`src/rtl/irc_pkg.sv`:
```
// Shared constants, types and codes for the integer radix conversion block.
package irc_pkg;

  localparam int unsigned VALUE_WIDTH = 32;
  localparam int unsigned BASE_W      = 4;
  localparam int unsigned DIGIT_W     = 4;
  // a positive value has at most VALUE_WIDTH-1 digits in base 2
  localparam int unsigned NUM_CELLS   = VALUE_WIDTH - 1;
  // counts through the conversion sweep
  localparam int unsigned CNT_W       = $clog2(VALUE_WIDTH + NUM_CELLS);

  localparam logic [BASE_W-1:0] RADIX_MIN = BASE_W'(2);
  localparam logic [BASE_W-1:0] RADIX_MAX = BASE_W'(10);

  typedef enum logic [1:0] {
    ST_IDLE,
    ST_CONV,
    ST_EMIT
  } state_e;

  // control shared by every digit cell
  typedef struct packed {
    logic clear;  // zero digit, carry and step
    logic shift;  // move digits one cell toward the top
  } cell_ctl_t;

endpackage

```
`src/rtl/irc_cell.sv`:
```
// One digit cell: clears, doubles its digit plus the carry from below, or shifts.
module irc_cell (
  input  logic                         clk_i,
  input  logic                         rst_ni,
  input  irc_pkg::cell_ctl_t           ctl_i,
  input  logic [irc_pkg::BASE_W-1:0]   base_i,
  input  logic                         carry_i,
  input  logic                         step_i,
  input  logic [irc_pkg::DIGIT_W-1:0]  digit_i,
  output logic [irc_pkg::DIGIT_W-1:0]  digit_o,
  output logic                         carry_o,
  output logic                         step_o
);

  logic [irc_pkg::DIGIT_W-1:0] digit_q, digit_d;
  logic                        carry_q, carry_d;
  logic                        step_q,  step_d;
  logic [irc_pkg::DIGIT_W:0]   sum;
  logic [irc_pkg::DIGIT_W:0]   diff;
  logic                        ge;

  // 2*d + c stays below 2*base, so one subtract brings it back into range
  assign sum  = {digit_q, 1'b0} + {{irc_pkg::DIGIT_W{1'b0}}, carry_i};
  assign ge   = (sum >= {1'b0, base_i});
  assign diff = sum - {1'b0, base_i};

  always_comb begin
    digit_d = digit_q;
    carry_d = 1'b0;
    step_d  = 1'b0;
    if (ctl_i.clear) begin
      digit_d = '0;
    end else if (ctl_i.shift) begin
      digit_d = digit_i;
    end else if (step_i) begin
      digit_d = ge ? diff[irc_pkg::DIGIT_W-1:0] : sum[irc_pkg::DIGIT_W-1:0];
      carry_d = ge;
      step_d  = 1'b1;
    end
  end

  always_ff @(posedge clk_i or negedge rst_ni) begin
    if (!rst_ni) begin
      digit_q <= '0;
      carry_q <= 1'b0;
      step_q  <= 1'b0;
    end else begin
      digit_q <= digit_d;
      carry_q <= carry_d;
      step_q  <= step_d;
    end
  end

  assign digit_o = digit_q;
  assign carry_o = carry_q;
  assign step_o  = step_q;

endmodule

```
`src/rtl/integer_radix_conversion_top.sv`:
```
// Top level: signed integer to base 2..10 digits, most significant digit first.
//
//   channel | direction | ports                                  | handshake
//   --------+-----------+----------------------------------------+-------------------
//   command | in        | base_i, value_i                        | start_i && !busy_o
//   result  | out       | digit_o, last_o, bad_base_o, empty_res_o | valid_o, 1 cycle
//
// A bad base or a value <= 0 gives its single word in the cycle after start.
// For a positive value the value's bits march MSB first into a systolic row of digit
// cells whose carries are registered cell to cell, so the carries of the last bit
// must ripple through every cell to reach the top cell; then the row shifts out one
// digit per cycle, leading zeros dropped. Reset clears control and the cells; the
// receiver cannot stall, so every result word is shown for exactly one cycle.
module integer_radix_conversion_top (
  input  logic                               clk_i,
  input  logic                               rst_ni,
  input  logic                               start_i,
  output logic                               busy_o,
  input  logic [irc_pkg::BASE_W-1:0]         base_i,
  input  logic signed [irc_pkg::VALUE_WIDTH-1:0] value_i,
  output logic                               valid_o,
  output logic [irc_pkg::DIGIT_W-1:0]        digit_o,
  output logic                               last_o,
  output logic                               bad_base_o,
  output logic                               empty_res_o
);

  localparam logic [irc_pkg::CNT_W-1:0] CONV_END =
    irc_pkg::CNT_W'(irc_pkg::VALUE_WIDTH + irc_pkg::NUM_CELLS - 2);
  localparam logic [irc_pkg::CNT_W-1:0] EMIT_END =
    irc_pkg::CNT_W'(irc_pkg::NUM_CELLS - 1);
  localparam logic [irc_pkg::CNT_W-1:0] FEED_END =
    irc_pkg::CNT_W'(irc_pkg::VALUE_WIDTH);

  irc_pkg::state_e state_q, state_d;

  logic [irc_pkg::CNT_W-1:0]       cnt_q, cnt_d;
  logic [irc_pkg::VALUE_WIDTH-1:0] value_q, value_d;
  logic [irc_pkg::BASE_W-1:0]      base_q, base_d;
  logic                            started_q, started_d;

  logic                            valid_q, valid_d;
  logic [irc_pkg::DIGIT_W-1:0]     digit_q, digit_d;
  logic                            last_q, last_d;
  logic                            bad_q, bad_d;
  logic                            empty_q, empty_d;

  logic                            accept;
  logic                            base_bad;
  logic                            value_empty;
  logic                            emit_now;
  irc_pkg::cell_ctl_t              ctl;

  // chain wiring: entry 0 is the feed, entry k+1 is cell k's output
  logic [irc_pkg::DIGIT_W-1:0] chain_digit [irc_pkg::NUM_CELLS+1];
  logic                        chain_carry [irc_pkg::NUM_CELLS+1];
  logic                        chain_step  [irc_pkg::NUM_CELLS+1];
  logic [irc_pkg::DIGIT_W-1:0] top_digit;

  assign accept      = start_i && !busy_o;
  assign base_bad    = (base_i < irc_pkg::RADIX_MIN) || (base_i > irc_pkg::RADIX_MAX);
  assign value_empty = value_i[irc_pkg::VALUE_WIDTH-1] || (value_i == '0);
  assign top_digit   = chain_digit[irc_pkg::NUM_CELLS];
  assign emit_now    = started_q || (top_digit != '0) || (cnt_q == EMIT_END);

  // feed: one value bit per cycle, MSB first, with a step token
  assign chain_digit[0] = '0;
  assign chain_carry[0] = (state_q == irc_pkg::ST_CONV) && (cnt_q < FEED_END)
                          && value_q[irc_pkg::VALUE_WIDTH-1];
  assign chain_step[0]  = (state_q == irc_pkg::ST_CONV) && (cnt_q < FEED_END);

  for (genvar k = 0; k < irc_pkg::NUM_CELLS; k++) begin : g_cell
    irc_cell u_cell (
      .clk_i   (clk_i),
      .rst_ni  (rst_ni),
      .ctl_i   (ctl),
      .base_i  (base_q),
      .carry_i (chain_carry[k]),
      .step_i  (chain_step[k]),
      .digit_i (chain_digit[k]),
      .digit_o (chain_digit[k+1]),
      .carry_o (chain_carry[k+1]),
      .step_o  (chain_step[k+1])
    );
  end

  // next state
  always_comb begin
    state_d = state_q;
    unique case (state_q)
      irc_pkg::ST_IDLE: begin
        if (accept && !base_bad && !value_empty) state_d = irc_pkg::ST_CONV;
      end
      irc_pkg::ST_CONV: begin
        if (cnt_q == CONV_END) state_d = irc_pkg::ST_EMIT;
      end
      irc_pkg::ST_EMIT: begin
        if (cnt_q == EMIT_END) state_d = irc_pkg::ST_IDLE;
      end
      default: state_d = irc_pkg::ST_IDLE;
    endcase
  end

  // outputs and datapath
  always_comb begin
    busy_o    = 1'b1;
    ctl       = '0;
    cnt_d     = cnt_q;
    value_d   = value_q;
    base_d    = base_q;
    started_d = started_q;
    valid_d   = 1'b0;
    digit_d   = '0;
    last_d    = 1'b0;
    bad_d     = 1'b0;
    empty_d   = 1'b0;
    unique case (state_q)
      irc_pkg::ST_IDLE: begin
        busy_o = 1'b0;
        if (start_i) begin
          cnt_d     = '0;
          started_d = 1'b0;
          value_d   = value_i;
          base_d    = base_i;
          ctl.clear = 1'b1;
          if (base_bad) begin
            valid_d = 1'b1;
            last_d  = 1'b1;
            bad_d   = 1'b1;
          end else if (value_empty) begin
            valid_d = 1'b1;
            last_d  = 1'b1;
            empty_d = 1'b1;
          end
        end
      end
      irc_pkg::ST_CONV: begin
        value_d = value_q << 1;
        cnt_d   = (cnt_q == CONV_END) ? '0 : cnt_q + 1'b1;
      end
      irc_pkg::ST_EMIT: begin
        ctl.shift = 1'b1;
        cnt_d     = cnt_q + 1'b1;
        if (emit_now) begin
          started_d = 1'b1;
          valid_d   = 1'b1;
          digit_d   = top_digit;
          last_d    = (cnt_q == EMIT_END);
        end
      end
      default: ;
    endcase
  end

  always_ff @(posedge clk_i or negedge rst_ni) begin
    if (!rst_ni) begin
      state_q   <= irc_pkg::ST_IDLE;
      cnt_q     <= '0;
      started_q <= 1'b0;
      valid_q   <= 1'b0;
    end else begin
      state_q   <= state_d;
      cnt_q     <= cnt_d;
      started_q <= started_d;
      valid_q   <= valid_d;
    end
  end

  // payload registers
  always_ff @(posedge clk_i) begin
    value_q <= value_d;
    base_q  <= base_d;
    digit_q <= digit_d;
    last_q  <= last_d;
    bad_q   <= bad_d;
    empty_q <= empty_d;
  end

  assign valid_o     = valid_q;
  assign digit_o     = digit_q;
  assign last_o      = last_q;
  assign bad_base_o  = bad_q;
  assign empty_res_o = empty_q;

  // top cell never overflows: a positive value fits in NUM_CELLS digits
  a_no_top_carry: assert property (@(posedge clk_i) disable iff (!rst_ni)
    chain_step[irc_pkg::NUM_CELLS] |-> !chain_carry[irc_pkg::NUM_CELLS])
    else $error("carry out of top digit cell");

  a_flag_single: assert property (@(posedge clk_i) disable iff (!rst_ni)
    valid_o && (bad_base_o || empty_res_o) |-> last_o && (digit_o == '0))
    else $error("flagged word not a lone last word with zero digit");

  a_digit_range: assert property (@(posedge clk_i) disable iff (!rst_ni)
    valid_o && !bad_base_o && !empty_res_o |-> digit_o < base_q)
    else $error("digit out of range for base");

  a_lead_nonzero: assert property (@(posedge clk_i) disable iff (!rst_ni)
    $rose(started_q) |-> valid_o && (digit_o != '0))
    else $error("leading zero digit emitted");

endmodule

```
`config.mk`:
```
export PLATFORM = sky130hd
export DESIGN_NAME = integer_radix_conversion_top
export DESIGN_NICKNAME = d
export VERILOG_FILES = /design/src/rtl/irc_pkg.sv /design/src/rtl/irc_cell.sv /design/src/rtl/integer_radix_conversion_top.sv
export SDC_FILE = /design/constraint.sdc
export NUM_CORES = 1
export LEC_CHECK = 0
export ABC_AREA = 1
export BUFFER_PORTS_ARGS = -buffer_cell sky130_fd_sc_hd__buf_2
export CORE_AREA = 2 2 172 174
export DETAILED_ROUTE_END_ITERATION = 7
export DIE_AREA = 0 0 174 176
export GPL_TIMING_DRIVEN = 0
export PLACE_DENSITY = 0.84
export SYNTH_ARGS = -nofsm -noshare
export SYNTH_HDL_FRONTEND = slang
export SYNTH_HIERARCHICAL = 1
export SYNTH_SLANG_ARGS = --single-unit
```
`constraint.sdc`:
```
create_clock -name clk_i -period 7.55 [get_ports clk_i]
set_input_delay 0.3775 -clock clk_i [delete_from_list [all_inputs] [get_ports clk_i]]
set_output_delay 0.3775 -clock clk_i [all_outputs]
set_load 0.1 [all_outputs]
```
==> impl_metrics.json <==
{
  "slowest_stage": "inv_2",
  "cellLeakagePower_nw": 11.5,
  "drive_above_1_share_pct": 13.8,
  "clock_latency_ns": 0.55,
  "clk_path_buf_depth": 3,
  "critPathLaunch": "state_q[0]$_DFFE_PN0P_",
  "rsz0062_at_grt": "no",
  "clkTransAtPathRegs_ns": 0.06,
  "grt_pass1_vias": 15800,
  "slew_viol_final": 0,
  "min-delay-start": "base_i[0]",
  "pre_cts_ws_ns": 5.04,
  "mostFrequentLayoutCells": "nand2_1, nand3_1, inv_1",
  "die_x_um": 174,
  "vias": 16200,
  "fp-row-count": 62,
  "cpLargestDelayFamily": "buffers and inverters",
  "cts_tree": "done",
  "port_buffers": 47,
  "io_pins": 48,
  "viasPerCell": 5.32,
  "setup_slack_ns": 4.92,
  "finalNetCount": 2836,
  "cts_setup_buffers": 0,
  "hpwl_um": 28900,
  "finalCritPeriodShare_pct": 34.9,
  "place_congestion": 0.862,
  "final_common_cell": "nand2_1",
  "hold_viol_final": 0,
  "setup_viol": 0,
  "peakVddDrop_uv": 304,
  "fp.dieArea_um2": 30600,
  "cellPowerDensity_nw_per_um2": 404,
  "critical_path.max_stage_delay_ns": 0.53,
  "syn_to_final_growth_pct": 10.2,
  "tightest_slew_ns": 0.761,
  "cts_htree_levels": 1,
  "min_path_type": "in -> reg",
  "syn-cell-area_um2": 18300,
  "grt_pass1_wl_um": 69800,
  "slew_headroom_pct": 49.3,
  "route.detailed.drc": 0,
  "synthCells": 2544,
  "clockRootBuffer": "clkbuf_16",
  "worst_setup_path_start_kind": "flop",
  "cts.sinks": 237,
  "core_area_um2": 28500,
  "ant_nets": 0,
  "end_kind": "flop",
  "setup-tns-final_ns": 0,
  "die_h_um": 176,
  "crit_chain": "inv_1, ha_1, nand2_1, inv_2, buf_12, inv_1, nand3_1, nand2_1, nor2_1, nand2_1, nand2_1",
  "antenna_found_initial": 0,
  "synth.avg_cell_area_um2": 7.19,
  "floorplan.initialDensity_pct": 64.1,
  "cts.repair.resized": 0,
  "cap_violations": 0,
  "r2r_start": "state_q[0]$_DFFE_PN0P_",
  "n_fill_cell": 2302,
  "dr.pass1.iters": 5,
  "holdBufCountCts": 1,
  "status": "finished, final reports clean",
  "diodes": 0,
  "first_iter_violations": 1161,
  "yosys_warnings": 6,
  "fmax_mhz": 380,
  "arrival_ns": 3.11,
  "wl_per_cell_um": 13.2,
  "cpMostUsedCell": "nand2_1",
  "path_max_fanout": 39,
  "wl_um": 40000,
  "grtUsageTotal_pct": 26.7,
  "period_needed_ns": 2.63,
  "fin_util_pct": 70.6,
  "grt.overflow.total": 0,
  "crit_type": "reg -> reg",
  "fin_skew_ns": 0.0193,
  "grt_max_degree": 122,
  "total_power_mw": 8.14,
  "cts_buffers": 26,
  "path_buf_inv": 4,
  "cp.required_ns": 8.02
}
through the flow:
step | instances | area (um2) | hold WS [ns]
3_5_place_dp | 2990 | 19300 | 0.377
2_1_floorplan | 2547 | 18300 | 0.0819
6_report | 3037 | 20200 | 0.0193
3_3_place_gp | 2978 | 19000 | 0.491
4_1_cts | 3037 | 20200 | 0.00821
5_1_grt | 3037 | 20200 | 0.00305
per-layer routing:
layer / up-vias / global-route usage, % / share of wire, %
li1: 8129 / - / -
met2: 387 / 47.9 / 50
met5: - / 0 / 0
met3: 94 / 3.14 / 4.3
met4: 0 / 8.40 / 2.4
met1: 7543 / 34.0 / 44
worst paths after layout:
check                           cells past startpoint                                       end  slack [ns]
worst max-delay path                               11   g_cell[5].u_cell/digit_o[2]$_DFFE_PN0P_        4.92
worst min-delay path                                1                       base_q[0]$_DFFE_PP_        0.02
worst max register to register                     11   g_cell[5].u_cell/digit_o[2]$_DFFE_PN0P_        4.92
worst min register to register                      2        g_cell[18].u_cell/step_o$_DFF_PN0_        0.51
max in group asynchronous                           3   g_cell[7].u_cell/digit_o[1]$_DFFE_PN0P_        6.18
min in group asynchronous                           2  g_cell[17].u_cell/digit_o[0]$_DFFE_PN0P_        0.38
report_power, final:
part	switching, mW	total, mW	leakage [nW]	internal, mW
Clock	0.518	1.22	0.389	0.697
Sequential	0.393	2.09	3.01	1.69
Combinational	3.13	4.84	8.14	1.71
Total	4.04	8.14	11.5	4.10
cell type report:
class,count,area [um2],area share [%]
multi-input combinational,1883,10600,52.8
sequential,237,6080,30.1
inverter,420,1580,7.83
clock buffer,37,722,3.58
timing repair buffer,60,546,2.71
tap,384,480,2.38
clock inverter,9,83.8,0.416
buffer,7,32.5,0.161
state kept, by name (all words and copies together), names as in the netlist, 2 cells and up:
| name | flops |
|---|---|
| base_q | 4 |
| g_cell.u_cell/carry_o | 30 |
| g_cell.u_cell/digit_o | 124 |
| digit_o | 4 |
| state_q | 2 |
| value_q | 32 |
| cnt_q | 6 |
| g_cell.u_cell/step_o | 30 |
Note: power is estimated with default switching activity, not from simulation.
